`src/rtl/htfc_pkg.sv`:
```
// ----------------------------------------------------------------------------
// htfc_pkg
// Shared types, constants and the CRC-8 byte function for the humidity and
// temperature frame checker.
// ----------------------------------------------------------------------------
`default_nettype none

package htfc_pkg;

  // CRC-8, polynomial x^8 + x^5 + x^4 + 1, no final XOR
  localparam logic [7:0] CrcPoly = 8'h31;
  localparam logic [7:0] CrcInit = 8'hFF;

  // Conversion constants: spans and offset in tenths, full scale in raw counts
  localparam int FullScale  = 65535;
  localparam int TempSpan   = 1750;
  localparam int TempOffset = 350;
  localparam int HumSpan    = 1000;

  // Field widths
  localparam int RawW      = 16;
  localparam int TempW     = 12;
  localparam int HumW      = 10;
  localparam int TempProdW = 27;  // 16-bit raw times 1750
  localparam int HumProdW  = 26;  // 16-bit raw times 1000
  localparam int TempQW    = TempProdW - RawW;
  localparam int HumQW     = HumProdW - RawW;

  // Sentinels sent on a checksum failure
  localparam logic signed [TempW-1:0] TempBad = -12'sd11;
  localparam logic [HumW-1:0]         HumBad  = 10'd1001;

  // Depth of the frame queue between front and back
  localparam int QueueDepth = 2;

  // One checked frame, handed from front to back
  typedef struct packed {
    logic [RawW-1:0] temp_raw;
    logic [RawW-1:0] hum_raw;
    logic            bad;
  } frame_t;

  // Queue status seen by the producer and the consumer
  typedef struct packed {
    logic full;
    logic empty;
  } queue_status_t;

  // Fold one byte into the running CRC, MSB first
  function automatic logic [7:0] crc8_byte(input logic [7:0] crc, input logic [7:0] b);
    logic [7:0] c;
    c = crc ^ b;
    for (int i = 0; i < 8; i++) begin
      if (c[7]) begin
        c = {c[6:0], 1'b0} ^ CrcPoly;
      end else begin
        c = {c[6:0], 1'b0};
      end
    end
    return c;
  endfunction

endpackage

`default_nettype wire

```
`src/rtl/htfc_out_if.sv`:
```
// ----------------------------------------------------------------------------
// htfc_out_if
// Result channel out of the frame checker: valid/ready with the readings.
// ----------------------------------------------------------------------------
`default_nettype none

interface htfc_out_if;
  logic                                   valid;
  logic                                   ready;
  logic signed [htfc_pkg::TempW-1:0]      temp_tenths;
  logic        [htfc_pkg::HumW-1:0]       hum_tenths;
  logic                                   crc_error;

  modport source (output valid, output temp_tenths, output hum_tenths,
                  output crc_error, input ready);
  modport sink   (input valid, input temp_tenths, input hum_tenths,
                  input crc_error, output ready);
endinterface

`default_nettype wire

```
`src/rtl/htfc_back.sv`:
```
// ----------------------------------------------------------------------------
// htfc_back
// Conversion back end: scales the raw words in a two-stage pipeline and
// holds the result in the output register until it is taken.
// ----------------------------------------------------------------------------
`default_nettype none

module htfc_back (
  input  wire                     clk,
  input  wire                     rst,
  input  htfc_pkg::queue_status_t q_status,
  input  htfc_pkg::frame_t        pop_frame,
  output logic                    pop,
  htfc_out_if.source              out_ch
);

  localparam int TW = htfc_pkg::TempProdW;
  localparam int HW = htfc_pkg::HumProdW;
  localparam int QT = htfc_pkg::TempQW;
  localparam int QH = htfc_pkg::HumQW;
  localparam logic [16:0] Scale17 = 17'(htfc_pkg::FullScale);
  localparam logic [TW-1:0] TempZero = TW'(htfc_pkg::TempOffset * htfc_pkg::FullScale);

  // Stage 1 registers
  logic            s1_valid;
  logic [TW-1:0]   s1_temp_prod;
  logic [HW-1:0]   s1_hum_prod;
  logic            s1_bad;

  // Output registers
  logic                                 out_valid;
  logic signed [htfc_pkg::TempW-1:0]    out_temp;
  logic [htfc_pkg::HumW-1:0]            out_hum;
  logic                                 out_err;

  logic advance;

  // Division by 65535 terms
  logic [QT-1:0]   t_q0;
  logic [16:0]     t_rem;
  logic            t_ge;
  logic [QT-1:0]   t_q;
  logic            t_rem_nz;
  logic            t_neg;
  logic signed [htfc_pkg::TempW-1:0] t_val;
  logic [QH-1:0]   h_q0;
  logic [16:0]     h_rem;
  logic            h_ge;
  logic [QH-1:0]   h_q;

  // Pipeline moves when the output register is free or being drained
  assign advance = !out_valid || out_ch.ready;
  assign pop     = advance && !q_status.empty;

  // Temperature: floor by estimate and one correction, round toward zero below offset
  always_comb begin
    t_q0     = s1_temp_prod[TW-1:16];
    t_rem    = {1'b0, s1_temp_prod[15:0]} + 17'(t_q0);
    t_ge     = (t_rem >= Scale17);
    t_q      = t_q0 + QT'(t_ge);
    t_rem_nz = t_ge ? (t_rem != Scale17) : (t_rem != '0);
    t_neg    = (s1_temp_prod < TempZero);
    t_val    = $signed({1'b0, t_q}) - 12'(htfc_pkg::TempOffset)
               + $signed({11'b0, t_neg && t_rem_nz});
  end

  // Humidity: floor by estimate and one correction
  always_comb begin
    h_q0  = s1_hum_prod[HW-1:16];
    h_rem = {1'b0, s1_hum_prod[15:0]} + 17'(h_q0);
    h_ge  = (h_rem >= Scale17);
    h_q   = h_q0 + QH'(h_ge);
  end

  // Control: valid bits for both stages
  always_ff @(posedge clk) begin
    if (rst) begin
      s1_valid  <= 1'b0;
      out_valid <= 1'b0;
    end else if (advance) begin
      s1_valid  <= !q_status.empty;
      out_valid <= s1_valid;
    end
  end

  // Payload: multiply into stage 1, convert into the output register
  always_ff @(posedge clk) begin
    if (advance) begin
      s1_temp_prod <= TW'(pop_frame.temp_raw) * TW'(htfc_pkg::TempSpan);
      s1_hum_prod  <= HW'(pop_frame.hum_raw) * HW'(htfc_pkg::HumSpan);
      s1_bad       <= pop_frame.bad;
      if (s1_bad) begin
        out_temp <= htfc_pkg::TempBad;
        out_hum  <= htfc_pkg::HumBad;
      end else begin
        out_temp <= t_val;
        out_hum  <= h_q;
      end
      out_err <= s1_bad;
    end
  end

  assign out_ch.valid       = out_valid;
  assign out_ch.temp_tenths = out_temp;
  assign out_ch.hum_tenths  = out_hum;
  assign out_ch.crc_error   = out_err;

endmodule

`default_nettype wire

```
`src/flat_wrapper.sv`:
```
// flat-port wrapper written by rule: the top's interface ports become plain ports
module htfc_back_flat 
  (clk, rst, q_status, pop_frame, pop, out_ch_valid, out_ch_temp_tenths, out_ch_hum_tenths, out_ch_crc_error, out_ch_ready);
  htfc_out_if out_ch_i ();
  input  wire clk;
  input  wire rst;
  input  htfc_pkg::queue_status_t q_status;
  input  htfc_pkg::frame_t pop_frame;
  output logic pop;
  output wire logic [$bits(out_ch_i.valid)-1:0] out_ch_valid;
  output wire logic [$bits(out_ch_i.temp_tenths)-1:0] out_ch_temp_tenths;
  output wire logic [$bits(out_ch_i.hum_tenths)-1:0] out_ch_hum_tenths;
  output wire logic [$bits(out_ch_i.crc_error)-1:0] out_ch_crc_error;
  input wire logic [$bits(out_ch_i.ready)-1:0] out_ch_ready;
  assign out_ch_valid = out_ch_i.valid;
  assign out_ch_temp_tenths = out_ch_i.temp_tenths;
  assign out_ch_hum_tenths = out_ch_i.hum_tenths;
  assign out_ch_crc_error = out_ch_i.crc_error;
  assign out_ch_i.ready = out_ch_ready;
  htfc_back u_core (.clk(clk), .rst(rst), .q_status(q_status), .pop_frame(pop_frame), .pop(pop), .out_ch(out_ch_i));
endmodule
```
`config.mk`:
```
export PLATFORM = sky130hd
export DESIGN_NAME = htfc_back_flat
export DESIGN_NICKNAME = d
export VERILOG_FILES = /design/src/rtl/htfc_pkg.sv /design/src/rtl/htfc_out_if.sv /design/src/rtl/htfc_back.sv /design/src/flat_wrapper.sv
export SDC_FILE = /design/constraint.sdc
export NUM_CORES = 1
export LEC_CHECK = 0
export BUFFER_PORTS_ARGS = -buffer_cell sky130_fd_sc_hd__clkbuf_2
export CAP_MARGIN = 5
export CORE_MARGIN = 2
export CORE_UTILIZATION = 57
export DETAILED_ROUTE_END_ITERATION = 12
export PLACE_DENSITY = 0.79
export SYNTH_ARGS = -nofsm -noshare
export SYNTH_HDL_FRONTEND = slang
export SYNTH_SLANG_ARGS = --single-unit
```
`constraint.sdc`:
```
create_clock -name clk -period 5.3 [get_ports clk]
set_input_delay 0.53 -clock clk [delete_from_list [all_inputs] [get_ports clk]]
set_output_delay 0.53 -clock clk [all_outputs]
set_load 0.02 [all_outputs]
```
-- Word-level counts from Yosys, hierarchy flattened
Cells that the tools add are included.
- flip-flop bits (word level): 75
- bits of input ports: 38
- word-level logic and storage cells: 27
- reduce and logical (&&, ||, !) cells: 6
- mux-type cells: 1
- magnitude comparators: 3
- multipliers: 2
- equal/unequal tests: 1
- $add $sub $neg: 6
- operators by type and width (cell ; count):
    17-bit by 16-bit >= comparator with 1-bit output, second input constant ; 2
    27-bit by 25-bit less-than comparator with 1-bit output, second input constant ; 1
    16-bit by 10-bit multiplier with 26-bit output, second input constant ; 1
    16-bit by 7-bit multiplier with 23-bit output, second input constant ; 1
    16-bit by 10-bit adder with 17-bit output ; 1
    16-bit by 11-bit adder with 17-bit output ; 1
    17-bit by 16-bit != test with 1-bit output, second input constant ; 1
    17-bit nonzero test ; 1
    12-bit by 2-bit adder with 12-bit output ; 1
    11-bit by 9-bit subtractor with 12-bit output, second input constant ; 1
    11-bit by 1-bit adder with 11-bit output ; 1
    10-bit by 1-bit adder with 10-bit output ; 1
    1-bit logical AND ; 2
    1-bit logical NOT ; 2
    1-bit logical OR ; 1
    1-bit 2-to-1 mux ; 1

-- Depth between registers and ports, before layout
- depth in word-level cells: 5
- depth in mapped cells: 21
- depth with buffers taken out: 20

-- Least setup slack after synthesis
No wires, ideal clock.
- kind: input to register
- start: input port pop_frame[18] in the netlist's numbering
- end: register u_core.s1_temp_prod[26] (data pin)
- slack: 267 ps
- arrival: 4773 ps
- cell stages on the path: 16
- path through: ha_1 inv_1 fa_1 fa_1 inv_1 fa_1 fa_1 ha_1 a211oi_1 o21ai_0 and3_1 o21a_1 o21ai_0 or3b_2 a21oi_1 xnor2_1
- longest elaborated chain between the ends: 1
- RTL lines (element ; RTL line ; text):
    start, declared ; flat_wrapper.sv:8 ; input htfc_pkg::frame_t pop_frame;
    16-bit by 10-bit multiplier with 26-bit output ; htfc_back.sv:89 ; s1_temp_prod <= TW'(pop_frame.temp_raw) * TW'(htfc_pkg::TempSpan);
    end signal, assigned ; htfc_back.sv:89 ;
    end, declared ; htfc_back.sv:26 ; logic [TW-1:0] s1_temp_prod;
No other way between the ends.
A chain may end at the register's enable or synchronous reset.

-- Final worst setup path
- start: input port pop_frame[21] in the netlist's numbering
- end: register u_core.s1_temp_prod[26] (data pin)
Same word-level chain as after synthesis.

==> impl_metrics.tcl <==
set metrics [dict create \
    status "completed" \
    hold_buffers 0 \
    async_flop_share 0 \
    clock_skew_ns 0.005871 \
    top_layer_used "met4" \
    nets 1306 \
    finalCritPeriodShare 0.9376 \
    regArea_sq_um 2232 \
    gp_congestion 0.9154 \
    synth_cell_types 50 \
    total_power_mw 7.077 \
    crit_type "in -> reg" \
    die-height_microns 134.3 \
    leakagePower_nw 4.984 \
    cts_tree "yes" \
    numCtsBuffers 9 \
    dr.pass1.iters 5 \
    vias 6705 \
    max_freq_ghz 0.2012 \
    synth-edff-count 73 \
    r2r_start "u_core.s1_temp_prod[17]$_DFFE_PN_" \
    area_growth_syn_to_layout_pct 11.28 \
    n_antenna_cell 0 \
    vdd_drop_max_uv 344.9 \
    tightest_slew_ns 0.5768 \
    track_usage 0.2141 \
    dieArea_sq_um 18030 \
    synth_most_common_cell "ha_1" \
    syn_nets 1206 \
    grt_max_degree 47 \
    drc_errors 0 \
    synthAdderAreaFrac 0.4529 \
    finalSetupTns_ns 0 \
    yosysWarnings 0 \
    yosysTopAreaCell "fa_1" \
    maxSlewHeadroom 0.6114 \
    min_path_type "in -> reg" \
    pin_count 63 \
    min-delay-start "rst" \
    finalHoldViolations 0 \
    yosys-top-cells-area "fa_1 (24%), edfxtp_1 (23%), ha_1 (21%)" \
    rsz0062_at_grt "no" \
    synth_compound_area_frac 0.1070 \
    clk-insertion-delay-late_ns 0.33 \
    drt_iter0_drc 401 \
    placed_area_sq_um 10480 \
    design_area_sq_um 10770 \
    layout-drive-gt1-share 0.1239 \
    critical_path.max_fanout 3 \
    worst-endpoint-required_ns 5.38 \
    clock_sinks 75 \
    nFillCells 1283 \
    grt_pass1_vias 6825 \
    drv_cap 0 \
    pre_cts_ws_ns 0.0004166 \
    avgSynthCellArea_sq_um 10.89 \
    clockBufferDepth 2 \
    start_kind "input pin" \
    via_per_inst 5.528 \
    syn_inst 888 \
    htreeDepth 3 \
    grt.overflow.total 0 \
    period_needed_ns 4.969 \
    rows 47 \
    synthFlopType "edfxtp_1" \
    worstSetupStartpoint "pop_frame[21]" \
    start_util 0.5834 \
    power_density_nw_per_um2 657.4 \
    crit_arrival_ns 5.05 \
    cts_root_buf "clkbuf_16" \
    seq_area_frac_synth 0.2307 \
    core_sq_um 16580 \
    stdcell_count 1213 \
    synthXorXnorAreaFrac 0.06790 \
    die_w_microns 134.3 \
    dp_hpwl_microns 15360 \
    multi_input_area_sq_um 6994 \
    syn_area_sq_um 9674 \
    synthMuxAreaShare 0.002069 \
    worstSetupEndpointType "flop" \
    io_buffers 61 \
    synth_commonest_cells "ha_1 (163), inv_1 (119), fa_1 (117)" \
    synth-simple-area-share 0.09170 \
    wl_met3_microns 462 \
    hold_ws_ns 0.3693 \
    cts.clk_slew.worst_paths_ns 0.06 \
    grt_first_pass_wirelength_microns 31310 \
    final_max_slew_viol_count 0 \
    met2WireLength_microns 8544 \
    synth_top_family_by_area "adder cells" \
    yosysTopAreaCellShare 0.2421 \
    antenna_found_initial 0 \
    setup_ws_ns 0.3305 \
    totalWireLength_microns 17930 \
    wl_per_cell_microns 14.78 \
    final_util 0.6492 \
    placed_cells 1197 \
    final-setup-viol-count 0 \
    drtAntennaViolNets 0 \
    ys_seq_elements 75 \
    wl_met1_microns 8579 \
]
## placed cells by master (no fill, tap or decap), drive strengths merged, types with 3 or more instances in the layout
| master | netlist | final |
|---|---|---|
| a31oi | 3 | 3 |
| o21ai | 32 | 32 |
| xor2 | 27 | 27 |
| fa | 117 | 117 |
| edfxtp | 73 | 73 |
| a21oi | 58 | 58 |
| ha | 163 | 163 |
| a21o | 13 | 13 |
| and2 | 3 | 3 |
| nand3 | 20 | 20 |
| buf | 0 | 32 |
| inv | 119 | 120 |
| and3 | 8 | 8 |
| o31ai | 3 | 3 |
| o21a | 17 | 17 |
| nand4 | 6 | 6 |
| clkinv | 0 | 3 |
| or4 | 4 | 4 |
| o21bai | 8 | 8 |
| nor2b | 11 | 11 |
| or2 | 3 | 3 |
| clkbuf | 4 | 72 |
| o211ai | 4 | 4 |
| a211oi | 9 | 9 |
| nor2 | 38 | 38 |
| nor3 | 14 | 14 |
| a31o | 4 | 4 |
| nor4 | 5 | 5 |
| nand2b | 25 | 25 |
| xnor2 | 48 | 48 |
| nand2 | 23 | 23 |
## registers in the layout, summed over array words and instances, names as in the netlist
signal and cells:
u_core.out_ch.hum_tenths 10, u_core.out_ch.valid 1, u_core.s1_temp_prod 26, u_core.s1_bad 1
u_core.out_ch.crc_error 1, u_core.out_ch.temp_tenths 12, u_core.s1_valid 1, u_core.s1_hum_prod 23
## final timing paths
| kind | end | slack, ns | cells after the start |
|---|---|---|---|
| setup / recovery | u_core.s1_temp_prod[26]$_DFFE_PN_ | 0.33 | 17 |
| hold / removal | u_core.out_ch.valid$_SDFFE_PP0N_ | 0.37 | 2 |
| setup reg to reg | u_core.out_ch.temp_tenths[11]$_SDFFCE_PP1N_ | 0.36 | 18 |
| hold reg to reg | u_core.out_ch.valid$_SDFFE_PP0N_ | 0.49 | 2 |
## repair_timing
item                       4_1_cts  5_1_grt
setup endpoints to repair        0        4
setup buffers                    0        0
hold endpoints to repair         0        0
resized for setup                0        3
## where the power goes
group,switching (mW),internal (mW)
clock network,0.234,0.319
logic,2.76,2.38
registers,0.222,1.15
## area by class of cell
cell class | count | area share
clock inverters | 5 | 0.003603
inverters | 119 | 0.04149
repair buffers | 93 | 0.05067
multi-input cells | 690 | 0.6497
well taps | 220 | 0.02557
clock buffers | 11 | 0.02162
flip-flops and latches | 75 | 0.2073
## logic make-up (layout without fill, tap and decap cells)
group           after synthesis  after routing
compound gates              164            164
mux                           2              2
buf+inv                     123            228
simple gates                169            169
xor+xnor                     75             75
fa+ha+maj                   280            280
flops                        75             75
## metal layers
layer,vias up,global-route usage
met3,24,0.02192
met4,0,0.06082
met5,-,0
met1,3240,0.2999
li1,3310,-
met2,131,0.3569
## worst max-delay path, stage by stage
cell and delay (ns):
clkbuf_2 0.11, ha_1 0.27, inv_1 0.08, fa_1 0.54
inv_1 0.06, fa_1 0.50, fa_1 0.57, fa_1 0.42
ha_1 0.34, nor4_1 0.28, a21oi_1 0.06, and3_1 0.21
o21a_1 0.21, o21ai_0 0.15, or3b_2 0.46, a21oi_1 0.18
xnor2_1 0.08
Power figures use the tool's default switching activity.
